==> src/hdl/ckbs_pkg.sv <==
// Shared types and constants for the clock with button setting block.
`timescale 1ns / 1ps

package ckbs_pkg;

	localparam int unsigned HOLD_W  = 16;
	localparam int unsigned LEVEL_W = 8;
	localparam int unsigned STAGE_N = 4;

	localparam logic [5:0] SEC_LAST  = 6'd59;
	localparam logic [5:0] MIN_LAST  = 6'd59;
	localparam logic [4:0] HOUR_LAST = 5'd23;

	localparam logic [5:0] SEC_RESET   = 6'd0;
	localparam logic [5:0] MIN_RESET   = 6'd20;
	localparam logic [4:0] HOUR_RESET  = 5'd5;
	localparam logic [1:0] STAGE_RESET = 2'd2;

	localparam logic [HOLD_W-1:0]  THR_RESET    = 16'd20;
	localparam logic [LEVEL_W-1:0] LEVEL0_RESET = 8'd255;
	localparam logic [LEVEL_W-1:0] LEVEL1_RESET = 8'd248;
	localparam logic [LEVEL_W-1:0] LEVEL2_RESET = 8'd156;
	localparam logic [LEVEL_W-1:0] LEVEL3_RESET = 8'd0;

	// configuration register indexes
	typedef enum logic [2:0] {
		REG_HOLD_THRESHOLD = 3'd0,
		REG_LEVEL_STAGE0   = 3'd1,
		REG_LEVEL_STAGE1   = 3'd2,
		REG_LEVEL_STAGE2   = 3'd3,
		REG_LEVEL_STAGE3   = 3'd4
	} reg_idx_t;

	// event codes
	typedef enum logic [2:0] {
		OP_SEC_TICK     = 3'd0,
		OP_HOLD_TICK    = 3'd1,
		OP_HOUR_PRESS   = 3'd2,
		OP_BRIGHT_PRESS = 3'd3,
		OP_MINUTE_PRESS = 3'd4,
		OP_RELEASE      = 3'd5
	} op_t;

	typedef struct packed {
		logic [2:0] operation;
		logic       bright_pin_high;
		logic       hour_pin_high;
	} in_t;

	typedef struct packed {
		logic [4:0]         hour_value;
		logic [5:0]         minute_value;
		logic [5:0]         second_value;
		logic [LEVEL_W-1:0] pwm_compare;
		logic               leds_dark;
	} out_t;

	typedef struct packed {
		logic [HOLD_W-1:0]                hold_threshold;
		logic [STAGE_N-1:0][LEVEL_W-1:0] level;
	} cfg_t;

	// time and brightness stage after the current beat
	typedef struct packed {
		logic [4:0] hour;
		logic [5:0] minute;
		logic [5:0] second;
		logic [1:0] stage;
	} view_t;

endpackage

==> src/hdl/ckbs_cfg.sv <==
// Configuration registers: hold threshold and the four PWM levels.
`timescale 1ns / 1ps

module ckbs_cfg
	import ckbs_pkg::*;
(
	input  logic        clk,
	input  logic        arst_n,
	input  logic        cfg_we,
	input  logic [2:0]  cfg_index,
	input  logic [15:0] cfg_wdata,
	output cfg_t        cfg
);

	cfg_t cfg_q;

	always_ff @(posedge clk or negedge arst_n) begin
		if (!arst_n) begin
			cfg_q.hold_threshold <= THR_RESET;
			cfg_q.level[0]       <= LEVEL0_RESET;
			cfg_q.level[1]       <= LEVEL1_RESET;
			cfg_q.level[2]       <= LEVEL2_RESET;
			cfg_q.level[3]       <= LEVEL3_RESET;
		end else if (cfg_we) begin
			case (reg_idx_t'(cfg_index))
				REG_HOLD_THRESHOLD: cfg_q.hold_threshold <= cfg_wdata;
				REG_LEVEL_STAGE0:   cfg_q.level[0] <= cfg_wdata[LEVEL_W-1:0];
				REG_LEVEL_STAGE1:   cfg_q.level[1] <= cfg_wdata[LEVEL_W-1:0];
				REG_LEVEL_STAGE2:   cfg_q.level[2] <= cfg_wdata[LEVEL_W-1:0];
				REG_LEVEL_STAGE3:   cfg_q.level[3] <= cfg_wdata[LEVEL_W-1:0];
				default: ; // unmapped index: ignored
			endcase
		end
	end

	assign cfg = cfg_q;

endmodule

==> src/hdl/ckbs_core.sv <==
// Time-of-day, brightness and hold-count state with its per-beat update.
`timescale 1ns / 1ps

module ckbs_core
	import ckbs_pkg::*;
(
	input  logic              clk,
	input  logic              arst_n,
	input  logic              step,
	input  in_t               in_data,
	input  logic [HOLD_W-1:0] hold_threshold,
	output view_t             nxt_view
);

	logic [5:0]        sec_q, min_q;
	logic [4:0]        hour_q;
	logic [1:0]        stage_q;
	logic              bright_held_q, hour_held_q, minute_armed_q;
	logic [HOLD_W-1:0] bright_ticks_q, hour_ticks_q;

	logic [5:0]        sec_d, min_d;
	logic [4:0]        hour_d;
	logic [1:0]        stage_d;
	logic              bright_held_d, hour_held_d, minute_armed_d;
	logic [HOLD_W-1:0] bright_ticks_d, hour_ticks_d;
	logic [HOLD_W-1:0] bright_inc, hour_inc;
	logic              min_wrap;
	logic [5:0]        min_plus;
	logic [4:0]        hour_plus_m, hour_plus;

	// one hour up, one minute up with carry, shared by several events
	assign hour_plus   = (hour_q >= HOUR_LAST) ? 5'd0 : hour_q + 5'd1;
	assign min_wrap    = (min_q >= MIN_LAST);
	assign min_plus    = min_wrap ? 6'd0 : min_q + 6'd1;
	assign hour_plus_m = min_wrap ? hour_plus : hour_q;
	assign bright_inc  = bright_ticks_q + HOLD_W'(1);
	assign hour_inc    = hour_ticks_q + HOLD_W'(1);

	always_comb begin
		sec_d          = sec_q;
		min_d          = min_q;
		hour_d         = hour_q;
		stage_d        = stage_q;
		bright_held_d  = bright_held_q;
		hour_held_d    = hour_held_q;
		minute_armed_d = minute_armed_q;
		bright_ticks_d = bright_ticks_q;
		hour_ticks_d   = hour_ticks_q;
		case (op_t'(in_data.operation))
			OP_SEC_TICK: begin
				if (sec_q >= SEC_LAST) begin
					sec_d  = 6'd0;
					min_d  = min_plus;
					hour_d = hour_plus_m;
				end else begin
					sec_d = sec_q + 6'd1;
				end
			end
			OP_HOLD_TICK: begin
				if (bright_held_q) begin
					if (bright_inc >= hold_threshold) begin
						bright_ticks_d = '0;
						stage_d        = stage_q - 2'd1;
					end else begin
						bright_ticks_d = bright_inc;
					end
				end
				if (hour_held_q) begin
					if (hour_inc >= hold_threshold) begin
						hour_ticks_d = '0;
						hour_d       = (hour_q == 5'd0) ? HOUR_LAST : hour_q - 5'd1;
					end else begin
						hour_ticks_d = hour_inc;
					end
				end
			end
			OP_HOUR_PRESS: begin
				hour_held_d  = 1'b1;
				hour_ticks_d = '0;
				hour_d       = hour_plus;
			end
			OP_BRIGHT_PRESS: begin
				bright_held_d  = 1'b1;
				bright_ticks_d = '0;
				stage_d        = stage_q + 2'd1;
			end
			OP_MINUTE_PRESS: minute_armed_d = 1'b1;
			OP_RELEASE: begin
				if (minute_armed_q) begin
					min_d  = min_plus;
					hour_d = hour_plus_m;
					sec_d  = 6'd0;
				end
				minute_armed_d = 1'b0;
				if (in_data.bright_pin_high) begin
					bright_held_d  = 1'b0;
					bright_ticks_d = '0;
				end
				if (in_data.hour_pin_high) begin
					hour_held_d  = 1'b0;
					hour_ticks_d = '0;
				end
			end
			default: ; // spare codes leave the state alone
		endcase
	end

	always_ff @(posedge clk or negedge arst_n) begin
		if (!arst_n) begin
			sec_q          <= SEC_RESET;
			min_q          <= MIN_RESET;
			hour_q         <= HOUR_RESET;
			stage_q        <= STAGE_RESET;
			bright_held_q  <= 1'b0;
			hour_held_q    <= 1'b0;
			minute_armed_q <= 1'b0;
			bright_ticks_q <= '0;
			hour_ticks_q   <= '0;
		end else if (step) begin
			sec_q          <= sec_d;
			min_q          <= min_d;
			hour_q         <= hour_d;
			stage_q        <= stage_d;
			bright_held_q  <= bright_held_d;
			hour_held_q    <= hour_held_d;
			minute_armed_q <= minute_armed_d;
			bright_ticks_q <= bright_ticks_d;
			hour_ticks_q   <= hour_ticks_d;
		end
	end

	assign nxt_view.hour   = hour_d;
	assign nxt_view.minute = min_d;
	assign nxt_view.second = sec_d;
	assign nxt_view.stage  = stage_d;

endmodule

==> src/hdl/clock_with_button_setting_top.sv <==
// Top level of the clock with button setting block: handshakes and result register.
`timescale 1ns / 1ps

// Keeps a 24-hour time of day and a four-step LED brightness, driven by one
// debounced event per input beat (second tick, hold tick, hour, brightness
// or minute press, release). Each accepted beat yields exactly one result
// beat carrying the time and PWM compare level after that event. The update
// is combinational logic between the state registers and a single result
// register, so a beat can be taken every cycle: in_ready is high whenever
// the result register is empty or is being drained in the same cycle.
// out_valid rises in the cycle after input acceptance. Configuration
// writes (hold threshold, four stage levels) take effect at once and must
// only be issued while no result is outstanding. Reset time is 5:20:00,
// brightness stage 2.

module clock_with_button_setting_top
	import ckbs_pkg::*;
(
	input  logic        clk,
	input  logic        arst_n,
	// configuration
	input  logic        cfg_we,
	input  logic [2:0]  cfg_index,
	input  logic [15:0] cfg_wdata,
	// event beats
	input  logic        in_valid,
	output logic        in_ready,
	input  in_t         in_data,
	// result beats
	output logic        out_valid,
	input  logic        out_ready,
	output out_t        out_data
);

	cfg_t               cfg;
	view_t              nxt_view;
	logic               in_fire;
	logic [LEVEL_W-1:0] level;
	logic               out_valid_q;
	out_t               out_q;

	// result register frees up the same cycle it is drained
	assign in_ready = !out_valid_q || out_ready;
	assign in_fire  = in_valid && in_ready;

	ckbs_cfg u_cfg (
		.clk       (clk),
		.arst_n    (arst_n),
		.cfg_we    (cfg_we),
		.cfg_index (cfg_index),
		.cfg_wdata (cfg_wdata),
		.cfg       (cfg)
	);

	// state update; nxt_view is the state as it will be after this beat
	ckbs_core u_core (
		.clk            (clk),
		.arst_n         (arst_n),
		.step           (in_fire),
		.in_data        (in_data),
		.hold_threshold (cfg.hold_threshold),
		.nxt_view       (nxt_view)
	);

	// level lookup for the new brightness stage
	assign level = cfg.level[nxt_view.stage];

	always_ff @(posedge clk or negedge arst_n) begin
		if (!arst_n) begin
			out_valid_q <= 1'b0;
		end else if (in_fire) begin
			out_valid_q <= 1'b1;
		end else if (out_ready) begin
			out_valid_q <= 1'b0;
		end
	end

	// payload only, no reset needed
	always_ff @(posedge clk) begin
		if (in_fire) begin
			out_q.hour_value   <= nxt_view.hour;
			out_q.minute_value <= nxt_view.minute;
			out_q.second_value <= nxt_view.second;
			out_q.pwm_compare  <= level;
			out_q.leds_dark    <= (level == '0);
		end
	end

	assign out_valid = out_valid_q;
	assign out_data  = out_q;

endmodule

==> config.mk <==
export PLATFORM = sky130hd
export DESIGN_NAME = clock_with_button_setting_top
export DESIGN_NICKNAME = d
export VERILOG_FILES = /design/src/hdl/ckbs_pkg.sv /design/src/hdl/ckbs_cfg.sv /design/src/hdl/ckbs_core.sv /design/src/hdl/clock_with_button_setting_top.sv
export SDC_FILE = /design/constraint.sdc
export NUM_CORES = 1
export LEC_CHECK = 0
export ABC_AREA = 1
export BUFFER_PORTS_ARGS = -buffer_cell sky130_fd_sc_hd__buf_2
export CAP_MARGIN = 40
export CORE_MARGIN = 4
export CORE_UTILIZATION = 50
export CTS_CLUSTER_DIAMETER = 60
export DETAILED_ROUTE_END_ITERATION = 12
export HOLD_SLACK_MARGIN = 0.08
export PLACE_DENSITY = 0.66
export SETUP_SLACK_MARGIN = 0.2
export SLEW_MARGIN = 30
export SYNTH_ARGS = -nofsm -noshare
export SYNTH_HDL_FRONTEND = slang
export SYNTH_HIERARCHICAL = 1
export SYNTH_SLANG_ARGS = --single-unit
==> constraint.sdc <==
create_clock -name clk -period 11.37 [get_ports clk]
set_input_delay 0.5685 -clock clk [delete_from_list [all_inputs] [get_ports clk]]
set_output_delay 0.5685 -clock clk [all_outputs]
set_load 0.1 [all_outputs]
# Word level (Yosys, flattened, before mapping)
# Index checks and enable logic that the tools add are counted.
word_totals:
  reg_bits: 129
  out_inout_bits: 28
  wordCells: 105
classes:
  add_sub_neg: 8
  order_cmp: 6
  eq_ne: 13
  n_mux: 35
  reduce_logical: 23
ops:
  columns: ["cell", "n"]
  rows:
  - ["16-bit two-way mux", 6]
  - ["16-bit case mux with 3 select lines", 2]
  - ["5-bit two-way mux", 7]
  - ["16-bit by 1-bit adder with 16-bit output, second input constant", 2]
  - ["16-bit greater-or-equal comparator", 2]
  - ["6-bit two-way mux", 5]
  - ["6-bit case mux with 2 select lines", 2]
  - ["5-bit case mux with 4 select lines", 1]
  - ["8-bit binary-select mux with 2-bit select", 1]
  - ["6-bit by 1-bit adder with 6-bit output, second input constant", 2]
  - ["3-bit by 2-bit == test with 1-bit output, second input constant", 4]
  - ["6-bit greater-or-equal comparator, second input constant", 2]
  - ["2-bit AND reduction", 6]
  - ["3-bit == test, second input constant", 3]
  - ["8-bit logical NOT", 1]
  - ["8-bit two-way mux", 1]
  - ["4-bit AND reduction", 2]
  - ["2-bit nonzero test", 4]
  - ["3-bit by 1-bit == test with 1-bit output, second input constant", 2]
  - ["3-bit logical NOT", 2]
  - ["1-bit case mux with 2 select lines", 3]
  - ["3-bit AND reduction", 2]
  - ["3-bit nonzero test", 2]
  - ["5-bit by 1-bit adder with 5-bit output, second input constant", 1]
  - ["other kinds (14)", 20]

# Depth between registers and ports, before layout
# Gate-level depths: netlist (run 1).
depth:
  ltp_word: 8
  mapped_depth: 34
  depth_no_buf: 32

# Cells and area by module
# Netlist (run 1), hierarchy kept.
by_module_without_submodules:
  columns: ["mod", "n_inst", "cells_each", "area_each_um2", "seq_area_each_um2"]
  rows:
  - ["ckbs_core", 1, 616, 4317.9, 1357.6]
  - ["ckbs_cfg", 1, 217, 2006.9, 1224.9]
  - ["clock_with_button_setting_top", 1, 113, 1188.6, 805.8]

# Worst setup path after synthesis (run 1)
# OpenSTA, ideal clock, no wires.
synth_path:
  path_type: "register -> register"
  startpoint: "register out_valid_q, in the netlist out_valid"
  endpoint: "register u_core.hour_ticks_q[14]"
  setup_time_ps: 74
  t_arrival_ps: 3898
  t_required_ps: 11296
  path_slack_ps: 7398
  stages_incl_launch_ff: 11
  n_path_buf: 1
  synth_period_minus_slack_ps: 3972
  path_cell_list: "dfrtp_1 a21oi_1 inv_1 nor2_4 inv_2 a21oi_2 o21ai_4 nor3_4 nand3_2 buf_6 o21ai_2"
synth_via:
  elab_chain_cells: 4
synth_lines:
  columns: ["item", "line", "text"]
  rows:
  - ["start: declaration", "clock_with_button_setting_top.sv:39", "logic out_valid_q;"]
  - ["start signal: assignment", "clock_with_button_setting_top.sv:70", "out_valid_q <= 1'b0;"]
  - ["start signal: assignment", "clock_with_button_setting_top.sv:72", "out_valid_q <= 1'b1;"]
  - ["start signal: assignment", "clock_with_button_setting_top.sv:74", "out_valid_q <= 1'b0;"]
  - ["1-bit logical NOT", "clock_with_button_setting_top.sv:43", "assign in_ready = !out_valid_q || out_ready;"]
  - ["1-bit logical OR", "clock_with_button_setting_top.sv:43", null]
  - ["1-bit logical AND", "clock_with_button_setting_top.sv:44", "assign in_fire = in_valid && in_ready;"]
  - ["named net in_fire", "clock_with_button_setting_top.sv:37", "logic in_fire;"]
  - ["4-bit AND reduction (no source line)", null, null]
  - ["end signal: assignment", "ckbs_core.sv:128", "hour_ticks_q <= hour_ticks_d;"]
  - ["end: declaration", "ckbs_core.sv:19", "logic [HOLD_W-1:0] bright_ticks_q, hour_ticks_q;"]
# The timed path passes the listed nets, and every way through them passes these cells.
# A chain may end at the register's enable or synchronous reset.

==> summary by stage, run 1 <==
Clock tree
CTS placed an instance of sky130_fd_sc_hd__clkbuf_16 at the clock tree root. The number of clock sinks is 129. The register clock-pin slew on the reported worst setup and hold paths is 0.06 ns. The CTS tree is yes. The H-tree was split into 4 levels.

The number of cells upsized or downsized after cts is 0. The clock latency reported for the late side of the worst-skew pair is 0.42 ns. TritonCTS created 17 clock buffers. The maximum count of clock buffers along a single path is 2. The number of setup buffers added after CTS is 0.

Critical path
The startpoint identified for the worst register-to-register timing path is u_core/bright_ticks_q[0]$_DFFE_PN0P_. The worst setup path is launched from a flip-flop. The slowest library cell on the worst path is sky130_fd_sc_hd__dfrtp_1. The cell repeated most along the worst path is sky130_fd_sc_hd__nand2_1. Counting cells, the worst reg-to-reg path comes to 31. The setup check on the worst reg-to-reg path leaves a slack of 7.10 ns. The signal arrival time at the worst endpoint is 4.56 ns. The data required time at the worst endpoint is 11.66 ns. STA classifies the critical path endpoint as a flip-flop. The destination of the worst register-to-register timing path is out_data[0]$_DFFE_PP_. The critical path in this run is classified as reg -> reg. The worst-path maximum fanout is 17. In this design, the stage delay of the slowest critical-path cell is 0.41 ns.

STA
The actual transition at the worst max-transition pin is 0.655 ns. Timing would allow up to 234 MHz. Setup violations remaining at the end of the flow were counted as 0. The worst-case clock skew is 0.00814 ns. The number of max-slew violations in the final report is 0.

The worst slew margin relative to its limit is 0.562. The final critical-path share of the clock period is 0.376. The post-route minimum period is 4.27 ns.

The number of hold violations in the final report is 0. In the final timing run, aggregate negative setup slack is 0 ns. Setup repair after global routing left no endpoint under its margin.

Finish
The leading cell type in the layout, fill and taps excluded is sky130_fd_sc_hd__nand2_1. The area growth from synthesis to layout is 14.3%. The number of fill cells is 1381. The number of antenna diodes in the final layout is 0. The top cell types in the final layout, fill and taps aside, are 302 x sky130_fd_sc_hd__nand2_1, 141 x sky130_fd_sc_hd__inv_1, 90 x sky130_fd_sc_hd__nand3_1.

The final net count is 1076. Registers take 3390 µm². Of the cells placed in the final design, the portion with a size suffix greater than 1 is 0.159. Summing all non-filler instances in the final layout gives an area of 8590 µm². The utilization of the core after routing is 0.586.

The area of combinational cells with multiple inputs is 3440 µm².

Floorplan
The number of top-level pins is 57. The die outline height is 131 µm. The die is 131 µm wide. For this configuration, the core starts out at a cell density of 0.513. In this run the standard cell core region covers 14600 µm².

In this run the core area contains 44 standard-cell rows. The die covers 17100 µm².

Min path
The worst min-delay path startpoint is cfg_wdata[11]. The instance count along the most critical hold path is 3. For hold timing, the worst endpoint is u_cfg/cfg[43]$_DFFE_PN0P_. The worst hold path belongs to the class in -> reg.

Route
For this run, design rule violations remaining after detail routing come to 0. The total length of routed wires is 16500 µm. The detail-routed net length per standard cell is 13.7 µm.

The length of the first detailed-routing pass in iterations is 5. The number of nets with antenna violations after detailed routing is 0. After detailed routing, the number of vias per cell comes to 5.11. The violation count after the first detailed-route iteration is 452.

Across all layers, the routed design uses 6165 vias.

Global routing
The global-route wire length before repair is 28100 µm. The total congestion overflow is 0. Across every metal layer, demand over resource in global routing totals 0.207.

The initial antenna violation count is 0. Entering global routing, the biggest net connects 59 pins. The via count of the first global-routing pass is 5823.

Power and ir drop
Dividing total power by cell area gives a power density of 215 nW/µm². VDD sags by at most 0.115 mV. The leakage power is 4.42 nW.

Placed design
The placer congestion estimate is 0.865. The total half-perimeter wirelength after legalization and detailed placement is 11800 µm. Buffers placed on the I/O ports in this run total 56. The placed cell area is 7960 µm².

Logic synthesis
The average cell area after synthesis is 7.94 µm². The synthesized design contains 129 register bits. The number of synthesized flops with an enable pin is 26. Synthesis instantiated 41 different standard cells from the library. Synthesis produced a netlist with a net count of 1013. Of the synthesized area, sequential elements account for 0.451. The cell area after synthesis is 7510 µm².

In the synthesized netlist the dominant register cell turns out to be sky130_fd_sc_hd__dfrtp_1. After technology mapping, the gate count stands at 946. For this run, the number of Yosys warnings is 6. Of all flip-flops after synthesis, the portion carrying an async set or reset was 0.798.

Outcome
The flow ran to the end, and the final reports show no timing, DRC or antenna violations.

Run
The reported max-cap violation count is 0.
==> layout make-up <==
| cell class | instances | area share |
|---|---|---|
| clock buffer | 20 | 0.0583 |
| clock inverter | 12 | 0.0134 |
| timing repair buffer | 61 | 0.0399 |
| inverter | 152 | 0.0667 |
| tap | 184 | 0.0268 |
| multi-input combinational | 648 | 0.400 |
| sequential | 129 | 0.395 |
==> worst max-delay path: cells and delay by family (launching register included) <==
kind / cells / cell delay (ns)
adder cells (fa/ha/maj): 2 / 0.48
AND/OR/NAND/NOR: 21 / 2.18
flip-flops: 1 / 0.41
buffers and inverters: 7 / 0.88
XOR/XNOR: 1 / 0.18
==> metal layers <==
metal	vias up	GRT usage	part of all wire
met5	-	0	0
met4	0	0.0653	0.014
met1	2839	0.303	0.49
met2	145	0.309	0.45
li1	3161	-	-
met3	20	0.0431	0.047
==> power breakdown <==
part           total, W  switching (W)  leakage [nW]  internal (W)
Clock          0.000561       0.000218         0.304      0.000343
Combinational  0.000623       0.000428          2.59      0.000195
Sequential     0.000666      0.0000718          1.52      0.000594
Total           0.00185       0.000718          4.42       0.00113
==> metrics by stage <==
step                total power, W  setup WS [ns]  instances  hold slack (ns)
floorplan                  0.00116           7.40        946            0.273
global placement           0.00128           7.34       1171            0.454
detailed placement         0.00129           7.14       1173            0.458
CTS                        0.00186           7.12       1206            0.356
global route               0.00198           6.55       1206            0.368
finish                     0.00185           7.10       1206            0.370
==> cell families after synthesis <==
family	synth area share
AO/OA/AOI/OAI	0.0901
buffers and inverters	0.0929
adder cells (fa/ha/maj)	0.0633
AND/OR/NAND/NOR	0.278
flip-flops	0.451
XOR/XNOR	0.0245
==> cells in the mapped netlist, types with 9 or more instances <==
library cell | count | area share
sky130_fd_sc_hd__nand2_2 | 9 | 0.0075
sky130_fd_sc_hd__dfrtp_1 | 79 | 0.26
sky130_fd_sc_hd__o22ai_2 | 9 | 0.015
sky130_fd_sc_hd__nor2_1 | 40 | 0.020
sky130_fd_sc_hd__xor2_1 | 20 | 0.023
sky130_fd_sc_hd__nand4_1 | 9 | 0.0075
sky130_fd_sc_hd__inv_1 | 141 | 0.070
sky130_fd_sc_hd__ha_1 | 38 | 0.063
sky130_fd_sc_hd__o22ai_1 | 15 | 0.012
sky130_fd_sc_hd__dfstp_2 | 24 | 0.084
sky130_fd_sc_hd__nand2_1 | 302 | 0.15
sky130_fd_sc_hd__a21oi_1 | 26 | 0.017
sky130_fd_sc_hd__o21ai_0 | 50 | 0.033
sky130_fd_sc_hd__edfxtp_1 | 26 | 0.10
sky130_fd_sc_hd__nand3_1 | 90 | 0.060
==> worst max path at each step <==
stage,to,from,slack [ns],depth (start not counted)
finish,out_data[0]$_DFFE_PP_,u_core/bright_ticks_q[0]$_DFFE_PN0P_,7.10,31
global route,out_data[0]$_DFFE_PP_,u_core/bright_ticks_q[0]$_DFFE_PN0P_,6.55,31
CTS,out_data[0]$_DFFE_PP_,u_core/bright_ticks_q[0]$_DFFE_PN0P_,7.12,31
detailed placement,out_data[0]$_DFFE_PP_,u_core/bright_ticks_q[0]$_DFFE_PN0P_,7.14,31
global placement,out_data[0]$_DFFE_PP_,u_core/bright_ticks_q[0]$_DFFE_PN0P_,7.34,31
floorplan,u_core/hour_ticks_q[14]$_DFFE_PN0P_,out_valid$_DFFE_PN0P_,7.40,10
==> registers in the layout (all words and copies together) (netlist names), 2 cells and up <==
signal                 count
u_core/hour_ticks_q       16
out_data                  26
u_core/stage_q             2
u_core/min_q               6
u_cfg/cfg                 48
u_core/bright_ticks_q     16
u_core/hour_q              5
u_core/sec_q               6
==> timing repair <==
item	in CTS	in global routing
endpoints found under the setup margin	0	0
endpoints found under the hold margin	21	0
hold buffers	1	0
Power figures use the tool's default switching activity.
==> run 2: changes to the inputs <==
--- a/config.mk
+++ b/config.mk
@@ -13,7 +13,7 @@
 export CTS_CLUSTER_DIAMETER = 60
 export DETAILED_ROUTE_END_ITERATION = 12
 export HOLD_SLACK_MARGIN = 0.08
-export PLACE_DENSITY = 0.66
+export PLACE_DENSITY = 0.69
 export SETUP_SLACK_MARGIN = 0.2
 export SLEW_MARGIN = 30
 export SYNTH_ARGS = -nofsm -noshare
==> constraint.sdc (replaced) <==
create_clock -name clk -period 3.7 [get_ports clk]
set_input_delay 0.185 -clock clk [delete_from_list [all_inputs] [get_ports clk]]
set_output_delay 0.185 -clock clk [all_outputs]
set_load 0.1 [all_outputs]
==> summary by stage, run 2 (synthesis gave the netlist of run 1 again) <==
Finish
The post-layout instance count excluding filler cells is 1249 (was 1206). The share of cells above drive strength 1 came to 0.216 (was 0.159). Most frequent cells in the layout: 284 x sky130_fd_sc_hd__nand2_1, 138 x sky130_fd_sc_hd__inv_1, 83 x sky130_fd_sc_hd__nand3_1 (was 302 x sky130_fd_sc_hd__nand2_1, 141 x sky130_fd_sc_hd__inv_1, 90 x sky130_fd_sc_hd__nand3_1). The leading cell type in the layout, fill and taps excluded is sky130_fd_sc_hd__nand2_1 (unchanged). The area growth from synthesis to layout is 21.1% (was 14.3%). The area of all placed cells without fillers is 9100 µm² (was 8590 µm²). The number of antenna diodes is 0 (unchanged). The flip-flop count of the largest register, all copies and words added is 48 (unchanged). The final net count is 1119 (was 1076).

Power and ir drop
The leakage power came to 4.63 nW (was 4.42 nW). The worst ir drop on vdd is 0.358 mV (was 0.115 mV). The areal power density over the cells is 640 nW/µm² (was 215 nW/µm²).

Critical path
The worst-path maximum fanout was 7 (was 17). The kind of critical path is reg -> reg (unchanged). The destination of the worst register-to-register timing path was out_data[2]$_DFFE_PP_ (was out_data[0]$_DFFE_PP_). The slowest library cell on the worst path is sky130_fd_sc_hd__dfrtp_1 (unchanged). The depth of the most critical reg-to-reg path came to 31 (unchanged). The data required time at the worst endpoint is 3.87 ns (was 11.66 ns).

The endpoint class of the critical path is a flip-flop (unchanged). The kind of launch point of the worst setup path is a flip-flop (unchanged). The beginning of the worst register-to-register path is u_core/bright_ticks_q[0]$_DFFE_PN0P_ (unchanged). The end point of the critical path is out_data[2]$_DFFE_PP_ (was out_data[0]$_DFFE_PP_).

The register-to-register setup slack is -0.02 ns (was 7.10 ns). The worst setup path startpoint is u_core/bright_ticks_q[0]$_DFFE_PN0P_ (unchanged). The signal arrival time at the worst endpoint is 3.89 ns (was 4.56 ns). The delay of the slowest cell on the worst path came to 0.39 ns (was 0.41 ns).

Route
The length of the first detailed-routing pass in iterations is 6 (was 5). The detail-routed net length per standard cell is 14.0 µm (was 13.7 µm). The DRC violation count after routing is 0 (unchanged). The number of nets with antenna violations after detailed routing is 0 (unchanged). The total length of routed wires is 17500 µm (was 16500 µm). The via-per-instance ratio is 5.17 (was 5.11). The detailed-route via count is 6457 (was 6165). The violation count after the first detailed-route iteration is 499 (was 452).

Clock tree
The maximum count of clock buffers along a single path is 2 (unchanged). The clock latency reported for the late side of the worst-skew pair is 0.41 ns (was 0.42 ns). The number of CTS-inserted buffers is 17 (unchanged). The number of clock sinks came to 129 (unchanged). The deepest level of the CTS H-tree is 4 (unchanged).

The CTS tree is yes (unchanged). The register clock-pin slew on the reported worst setup and hold paths came to 0.06 ns (about the same). The cell at the root of the clock tree is sky130_fd_sc_hd__clkbuf_16 (unchanged).

Floorplan
The number of rows created at floorplan is 44 (unchanged). The overall die area is 17100 µm² (unchanged). The die outline height is 131 µm (unchanged). The starting utilization of the core area came to 0.513 (unchanged). The width of the die is 131 µm (unchanged).

The core outline area is 14600 µm² (unchanged). The number of top-level pins was 57 (unchanged).

Global routing
The initial antenna violation count is 0 (unchanged). The via count of the first global-routing pass was 5893 (was 5823). The total congestion overflow was 0 (unchanged).

The largest net degree at the start of global routing came to 57 (was 59). The global-route wire length before repair came to 28500 µm (was 28100 µm). The global-route total usage across every layer was 0.210 (was 0.207).

Placed design
The placer congestion estimate is 0.869 (was 0.865). The number of buffer cells added on primary ports is 56 (unchanged). The cell count after placement is 1188 (was 1173). The total half-perimeter wirelength after legalization and detailed placement is 12100 µm (was 11800 µm). The placed cell area is 8080 µm² (was 7960 µm²).

Min path
The type of the most critical hold path was in -> reg (unchanged). The worst min-delay path startpoint was in_data[3] (was cfg_wdata[11]).

STA
The actual transition at the worst max-transition pin is 0.720 ns (was 0.655 ns). The setup slack after layout is -0.0183 ns (was 7.10 ns). The maximum clock frequency is 269 MHz (was 234 MHz). The number of max-slew violations in the final report is 0 (unchanged). The final critical-path share of the clock period is 1.00 (was 0.376). The worst slew margin relative to its limit was 0.518 (was 0.562).

The post-route minimum period is 3.72 ns (was 4.27 ns). The final setup violation count came to 1 (was 0). The worst slack on hold paths is 0.130 ns (was 0.370 ns). The worst-case clock skew was 0.00778 ns (was 0.00814 ns). Unrepaired setup endpoints after global routing: true (was false). The number of hold violations in the final report was 0 (unchanged).

Run
The reported max-cap violation count is 0 (unchanged).

Outcome
The checks that failed: negative setup slack. Status: finished, violations left (was completed).
run 2: worst max-delay path: cells and delay by family, from the launching register on:
kind / cells / cell delay [ns]
XOR/XNOR: 1 / 0.18
adder cells (fa/ha/maj): 2 / 0.48
buffers and inverters: 9 / 0.78
flip-flops: 1 / 0.39
AND/OR/NAND/NOR: 19 / 1.63
run 2: per-stage QoR:
stage           util  total power [W]  setup slack (ns)  setup TNS [ns]
2_1_floorplan      -          0.00358             0.203               0
3_3_place_gp   0.551          0.00401            0.0205               0
3_5_place_dp   0.551          0.00404            -0.103          -0.103
4_1_cts        0.607          0.00571            0.0693               0
5_1_grt        0.622          0.00621            -0.342           -2.08
6_report       0.622          0.00582           -0.0183         -0.0183
run 2: timing repair:
| action | CTS | global route |
|---|---|---|
| buffers inserted | 2 | 7 |
| gates resized for setup | 11 | 43 |
| hold buffers | 19 | 0 |
| setup endpoints to repair | 9 | 34 |
| hold endpoints to repair | 71 | 0 |
| cloned | 0 | 1 |
| pin swaps | 2 | 7 |
run 2: worst min path at each step:
stage / cells past startpoint / endpoint
after floorplan: 0 / out_valid$_DFFE_PN0P_
after global placement: 1 / u_core/bright_ticks_q[3]$_DFFE_PN0P_
after detailed placement: 1 / u_core/bright_ticks_q[0]$_DFFE_PN0P_
after CTS: 4 / u_core/minute_armed_q$_DFFE_PN0P_
after global routing: 4 / u_core/minute_armed_q$_DFFE_PN0P_
final: 4 / u_core/minute_armed_q$_DFFE_PN0P_
run 2: area by class of cell:
cell class              instances  area, µm²
fillers                      1281       5540
multi-input cells             648       3610
flip-flops and latches        129       3390
repair buffers                104        721
inverters                     152        586
clock buffers                  21        493
well taps                     184        230
clock inverters                11       73.8
run 2: routing by layer:
| metal | track usage | vias up | wire (µm) | part of all wire |
|---|---|---|---|---|
| met1 | 0.299 | 3037 | 8130 | 0.47 |
| met2 | 0.336 | 151 | 8400 | 0.48 |
| li1 | - | 3253 | - | - |
| met5 | 0 | - | 0 | 0 |
| met4 | 0.0514 | 0 | 157 | 0.0090 |
| met3 | 0.0394 | 16 | 787 | 0.045 |
run 2: power by group:
| part | internal (W) | switching (W) |
|---|---|---|
| clock | 0.000954 | 0.000621 |
| sequential | 0.00183 | 0.000229 |
| combinational | 0.000756 | 0.00144 |
